===== src/rtl/core/lsfb_pkg.sv =====
// Shared types and constants for the LED strip frame buffer and serializer.
`timescale 1ns / 1ps

package lsfb_pkg;

    localparam int MAX_PIXELS_DEF = 1024;
    localparam int CMD_W          = 3;
    localparam int IDX_W          = 10;
    localparam int CH_W           = 16;
    localparam int AMT_W          = 16;
    localparam int CNT_W          = 11;
    localparam int BRT_W          = 5;
    localparam int CFG_IDX_W      = 2;
    localparam int CFG_DATA_W     = 11;
    localparam int PIX_W          = 3 * CH_W;
    localparam int POST_W         = CNT_W - 4;

    localparam logic [CNT_W-1:0] ACTIVE_RST = 11'd1024;
    localparam logic [BRT_W-1:0] BRT_RST    = 5'd31;
    localparam logic [CH_W-1:0]  END_WORD   = 16'hFFFF;

    typedef enum logic [CMD_W-1:0] {
        CMD_WR16    = 3'd0,
        CMD_WR8_REP = 3'd1,
        CMD_WR8_HI  = 3'd2,
        CMD_CLEAR   = 3'd3,
        CMD_ROT_L   = 3'd4,
        CMD_ROT_R   = 3'd5,
        CMD_START   = 3'd6,
        CMD_NEXT    = 3'd7
    } t_cmd;

    typedef enum logic [CFG_IDX_W-1:0] {
        CFG_ACTIVE = 2'd0,
        CFG_BR_RED = 2'd1,
        CFG_BR_GRN = 2'd2,
        CFG_BR_BLU = 2'd3
    } t_cfg;

    typedef enum logic [2:0] {
        ST_CLEAR,
        ST_IDLE,
        ST_WORD,
        ST_DIV,
        ST_ROT,
        ST_FLUSH
    } t_state;

    typedef enum logic [1:0] {
        PH_PRE,
        PH_PIX,
        PH_POST
    } t_phase;

endpackage


===== src/rtl/core/lsfb_mod.sv =====
// Bit-serial remainder unit: rotate distance modulo the active pixel count.
`timescale 1ns / 1ps

module lsfb_mod (
    input  logic                       i_clk,
    input  logic                       i_rst_n,
    input  logic                       i_start,
    input  logic [lsfb_pkg::AMT_W-1:0] i_dividend,
    input  logic [lsfb_pkg::CNT_W-1:0] i_divisor,
    output logic                       o_done,
    output logic [lsfb_pkg::CNT_W-1:0] o_rem
);
    import lsfb_pkg::*;

    localparam int STEP_W = $clog2(AMT_W);

    logic              r_run;
    logic              r_done;
    logic [STEP_W-1:0] r_step;
    logic [AMT_W-1:0]  r_dvd;
    logic [CNT_W-1:0]  r_dsr;
    logic [CNT_W-1:0]  r_rem;
    logic [CNT_W:0]    w_trial;
    logic [CNT_W-1:0]  w_next;

    // one quotient bit per cycle, restoring
    always_comb begin
        w_trial = {r_rem, r_dvd[AMT_W-1]};
        if (w_trial >= {1'b0, r_dsr}) begin
            w_next = CNT_W'(w_trial - {1'b0, r_dsr});
        end else begin
            w_next = w_trial[CNT_W-1:0];
        end
    end

    always_ff @(posedge i_clk) begin
        if (!i_rst_n) begin
            r_run  <= 1'b0;
            r_done <= 1'b0;
            r_step <= '0;
        end else begin
            r_done <= 1'b0;
            if (i_start) begin
                r_run  <= 1'b1;
                r_step <= '0;
            end else if (r_run) begin
                r_step <= r_step + 1'b1;
                if (r_step == STEP_W'(AMT_W - 1)) begin
                    r_run  <= 1'b0;
                    r_done <= 1'b1;
                end
            end
        end
    end

    always_ff @(posedge i_clk) begin
        if (i_start) begin
            r_dvd <= i_dividend;
            r_dsr <= i_divisor;
            r_rem <= '0;
        end else if (r_run) begin
            r_dvd <= r_dvd << 1;
            r_rem <= w_next;
        end
    end

    assign o_done = r_done;
    assign o_rem  = r_rem;

endmodule


===== config.mk =====
export PLATFORM = sky130hd
export DESIGN_NAME = lsfb_mod
export DESIGN_NICKNAME = d
export VERILOG_FILES = /design/src/rtl/core/lsfb_pkg.sv /design/src/rtl/core/lsfb_mod.sv
export SDC_FILE = /design/constraint.sdc
export NUM_CORES = 1
export LEC_CHECK = 0
export ABC_AREA = 1
export BUFFER_PORTS_ARGS = -buffer_cell sky130_fd_sc_hd__buf_2
export CORE_MARGIN = 1.5
export CORE_UTILIZATION = 28
export CTS_CLUSTER_SIZE = 28
export DETAILED_ROUTE_END_ITERATION = 12
export PLACE_DENSITY_LB_ADDON = 0.2
export SETUP_SLACK_MARGIN = 0.3
export SYNTH_ARGS = -nofsm -noshare
export SYNTH_HDL_FRONTEND = slang
export SYNTH_SLANG_ARGS = --single-unit

===== constraint.sdc =====
create_clock -name i_clk -period 2.4 [get_ports i_clk]
set_input_delay 0.48 -clock i_clk [delete_from_list [all_inputs] [get_ports i_clk]]
set_output_delay 0.48 -clock i_clk [all_outputs]
set_load 0.02 [all_outputs]

* Word-level counts from Yosys, hierarchy flattened
Index checks and enable logic that the tools add are counted.
Storage, ports and cells: flip-flop bits (word level) 44, input port bits 30, word-level logic and storage cells 22
Operators by class: add/subtract/negate cells 2, $lt $le $gt $ge 1, eq/ne operators 1, mux-type cells 7, bitwise logic cells 2, reduce and logical (&&, ||, !) cells 3
Operators with widths (count):
- $mux W16 | 2
- $ge A12 B11 Y1 | 1
- $mux W11 | 1
- $sub A11 B11 Y11 | 1
- $add A4 B1 Y4 const B | 1
- $eq A4 B4 Y1 const B | 1
- $mux W1 | 4
- $reduce_or A3 Y1 | 1
- $not A1 Y1 | 2
- $reduce_bool A2 Y1 | 1
- $reduce_or A2 Y1 | 1

* Depth between registers and ports, before layout
word-level depth 4, depth in mapped cells 15

* Least setup slack after synthesis
OpenSTA, ideal clock, no wires.
path kind flip-flop to flip-flop, start point reg r_rem[0], in the netlist o_rem[0], end point reg r_rem[2], in the netlist o_rem[2], data arrival time 1.781 ns, required time 2.266 ns, setup slack 0.485 ns, cell stages (with the launch flop) 14, path buffers 1, cell sequence dfxtp_1 -> inv_1 -> fa_1 -> inv_1 -> nand2_1 -> nand2_1 -> nand2_2 -> nand2_1 -> nand2_2 -> nand3_2 -> buf_6 -> nand2_1 -> nand3_2 -> o21ai_2
On the way: longest elaborated chain between the ends 2, elaborated cells between the ends (all ways) 3, those cells by class 1 x add/sub; 1 x order compare; 1 x mux
RTL lines:
- from (decl) | RTL line lsfb_mod.sv:22 | logic [CNT_W-1:0] r_rem;
- from (signal assigned) | RTL line lsfb_mod.sv:63 | r_rem <= w_next;
- $sub A11 B11 Y11 or $ge A12 B11 Y1 (tied branches) | RTL line lsfb_mod.sv:30, lsfb_mod.sv:29
- $mux W11 * | RTL line lsfb_mod.sv:29 | if (w_trial >= {1'b0, r_dsr}) begin
Mark *: on every way between the ends. The rest lies on a longest branch, timed or not. A chain may end at the register's enable or synchronous reset.

* Worst setup path after layout
start point reg r_dsr[0], end point reg r_rem[10], in the netlist o_rem[10]
On the way: longest elaborated chain between the ends 2, elaborated cells between the ends (all ways) 3, those cells by class 1 x add/sub; 1 x order compare; 1 x mux
RTL lines:
- from (decl) | RTL line lsfb_mod.sv:21 | logic [CNT_W-1:0] r_dsr;
- from (signal assigned) | RTL line lsfb_mod.sv:59 | r_dsr <= i_divisor;
- $sub A11 B11 Y11 or $ge A12 B11 Y1 (tied branches) | RTL line lsfb_mod.sv:30, lsfb_mod.sv:29
- $mux W11 * | RTL line lsfb_mod.sv:29
Marked as above.

==> results.cfg <==
[status]
status = completed

[logic_synthesis]
synth-async-reset-ratio_pct = 0
postSynthNetCount = 369
synth-main-ff-cell = edfxtp_1
syn-cell-area_sq_um = 2560
ys_warn_count = 0
yosys_register_bits = 44
syn_area_per_cell_sq_um = 7.84
synthDistinctLibCells = 29
synth.yosys.seq_area_share_pct = 45.0
post_synth_inst_count = 326
synth_edf_count = 27

[floorplan]
core-area_sq_um = 8810
initial_util_pct = 29.0
pin_count = 42
die-area_sq_um = 9720
die_y_um = 98.6
placement_rows = 34
die-width_um = 98.6

[detailed_routing]
totalWireLength_um = 5820
number_of_vias_in_the_routed_layout = 2147
detailedRoute.firstPassIterationCount = 6
route.antenna.remaining_nets = 0
route.detailed.wl_per_inst_um = 12.1
drt_iter0_drc = 70
routed_via_density = 4.45
route.detailed.drc = 0

[finish]
fraction_of_layout_cells_with_a_size_suffix_above_1_pct = 20.9
nNetsFinal = 416
area.growth.synth_to_final_pct = 17.1
antenna_fix_cells = 0

[power]
ir_worst_vdd_mv = 0.212
power.share.combinational_pct = 14.4
p_leak_nw = 1.54
netSwitchingFraction_pct = 27.8
seq_power_share_pct = 55.2
p_sw_uw = 440
pwr-share-clk_pct = 30.4
finalPower_mw = 1.59
power_density_nw_per_um2 = 529
internal_power_mw = 1.14

[job]
max_cap_viol_count = 0

[global_route]
grtUsageTotal_pct = 12.8
maximum_number_of_pins_on_one_net_before_global_route_repair = 25
antenna_found_initial = 0
globalRouteOverflowTotal = 0
grt_first_pass_wirelength_um = 10000
first_global_vias = 2133

[place]
gp_congestion = 0.820
detailedPlacementHpwl_um = 4260
placement.io_buffers = 41

[timing]
finalWorstPathRequiredPeriod_ns = 1.90
rsz0062_at_grt = no
worstMarginPinSlew_ns = 0.479
post-route-period-util_pct = 79.2
slew_viol_final = 0
fin_setup_tns_ns = 0
fmaxAchievable_mhz = 526
final-setup-viol-count = 0
timing.max_slew.rel_slack_pct = 68.0
final.setup_skew_ns = 0.00800
final-hold-violation-count = 0

[hold_path]
holdPathStages = 1
min-delay-path-class = in -> reg

[worst_setup_path]
cp_data_arrival_time_ns = 2.16
regToRegSetupSlack_ns = 0.50
timing.critical_path.required_ns = 2.66
start_kind = flip-flop
critical_path_class = reg -> reg
worst-path-max-fanout = 11
worst_r2r_path_depth = 14
critical_path.endpoint_type = flip-flop

[clock_network]
postCtsSetupRepairBufs = 0
cts_inserted_buffers = 5
hold_bufs_inserted_after_cts = 0
clock_tree.root_cell = clkbuf_8
clk_pin_slew_ns = 0.09
htree_num_levels = 2
clk_path_buf_depth = 2
clkLatencyLatePin_ns = 0.30
cts_tree = built
cts.sinks = 44
-- layer usage --
metal	vias up	global-route usage [%]	wire length, um
li1	1126	-	-
met1	954	16.6	2720
met2	57	21.0	2690
met3	10	3.19	333
met4	0	3.96	84
met5	-	0	0
-- logic make-up after synthesis --
| logic type | after synthesis | synth area share [%] |
|---|---|---|
| AO/OA/AOI/OAI | 12 | 2.94 |
| XOR/XNOR | 4 | 1.37 |
| adder cells (fa/ha/maj) | 13 | 6.65 |
| buffers and inverters | 67 | 11.3 |
| flip-flops | 44 | 45.0 |
| AND/OR/NAND/NOR | 186 | 32.8 |
-- through the flow --
stage | hold WS, ns | cells | utilization, % | worst slack (ns) | cell area (sq um)
floorplan | 0.459 | 326 | - | 0.485 | 2560
global placement | 0.471 | 473 | 32.7 | 0.392 | 2880
detailed placement | 0.472 | 473 | 32.7 | 0.312 | 2880
CTS | 0.336 | 481 | 33.8 | 0.388 | 2980
global route | 0.334 | 482 | 34.0 | 0.307 | 2990
finish | 0.346 | 482 | 34.0 | 0.500 | 2990
-- synth_stat cells (4+ instances only) --
| master | instances | area (sq um) |
|---|---|---|
| a21oi_1 | 4 | 20.0 |
| buf_6 | 4 | 45.0 |
| dfxtp_1 | 17 | 340 |
| edfxtp_1 | 27 | 811 |
| ha_1 | 12 | 150 |
| inv_1 | 56 | 210 |
| nand2_1 | 117 | 439 |
| nand2_2 | 7 | 43.8 |
| nand3_1 | 20 | 100 |
| nand3_2 | 8 | 80.1 |
| nand4_1 | 14 | 87.6 |
| nor2_1 | 14 | 52.6 |
-- critical path, stage by stage (launching register included) --
cell and delay [ns]:
edfxtp_1 0.39, ha_2 0.20, fa_2 0.35, inv_1 0.09, nand2_1 0.05, nand2_1 0.09
nand2_2 0.07, nand2_1 0.08, nand2_2 0.10, buf_6 0.17, nand4_1 0.07, nand2_1 0.05
inv_1 0.05, nand2_1 0.04, nand2_1 0.04
-- sequential cells by signal, indices dropped and copies added, names as in the netlist --
name	cells
o_rem	11
r_dsr	11
o_done	1
r_step	4
r_dvd	16
r_run	1
-- cell type report --
cell class,instances,area (sq um)
Clock buffer,5,68.8
Clock inverter,3,18.8
Fill cell,968,5810
Inverter,58,218
Multi-Input combinational cell,216,1140
Sequential cell,44,1150
Tap cell,108,135
Timing Repair Buffer,48,262
-- placed cells by master, fill, tap and decap left out, types with 2 or more instances in the layout --
master / count
dfxtp_1: 17
xor2_1: 3
nand2_2: 7
nor3_1: 3
o21ai_1: 3
nand3_1: 20
buf_4: 6
edfxtp_1: 27
nand4_1: 14
nand2_1: 117
a21oi_1: 4
nand3_2: 8
buf_2: 41
clkbuf_8: 5
inv_2: 2
nor2_1: 14
ha_1: 11
clkinvlp_4: 2
inv_1: 56
-- timing repair --
| action | 4_1_cts | 5_1_grt |
|---|---|---|
| cloned | 0 | 1 |
| resized for setup | 1 | 3 |
| hold endpoints to repair | 0 | 0 |
| setup endpoints to repair | 1 | 11 |
-- power by group through the flow --
stage	Clock [mW]	Combinational (mW)	Sequential (mW)
2_1_floorplan	0	0.156	0.891
3_3_place_gp	0	0.231	0.891
3_5_place_dp	0	0.230	0.893
4_1_cts	0.506	0.231	0.876
5_1_grt	0.532	0.264	0.882
6_report	0.481	0.228	0.876
-- path summary, 6_finish.rpt --
check                                         endpoint                    from
worst max-delay path            o_rem[10]$_SDFFE_PP0P_      r_dsr[0]$_DFFE_PP_
worst min-delay path                r_dsr[8]$_DFFE_PP_            i_divisor[8]
worst max register to register  o_rem[10]$_SDFFE_PP0P_      r_dsr[0]$_DFFE_PP_
worst min register to register  o_rem[10]$_SDFFE_PP0P_  o_rem[10]$_SDFFE_PP0P_
Power figures use the tool's default switching activity.
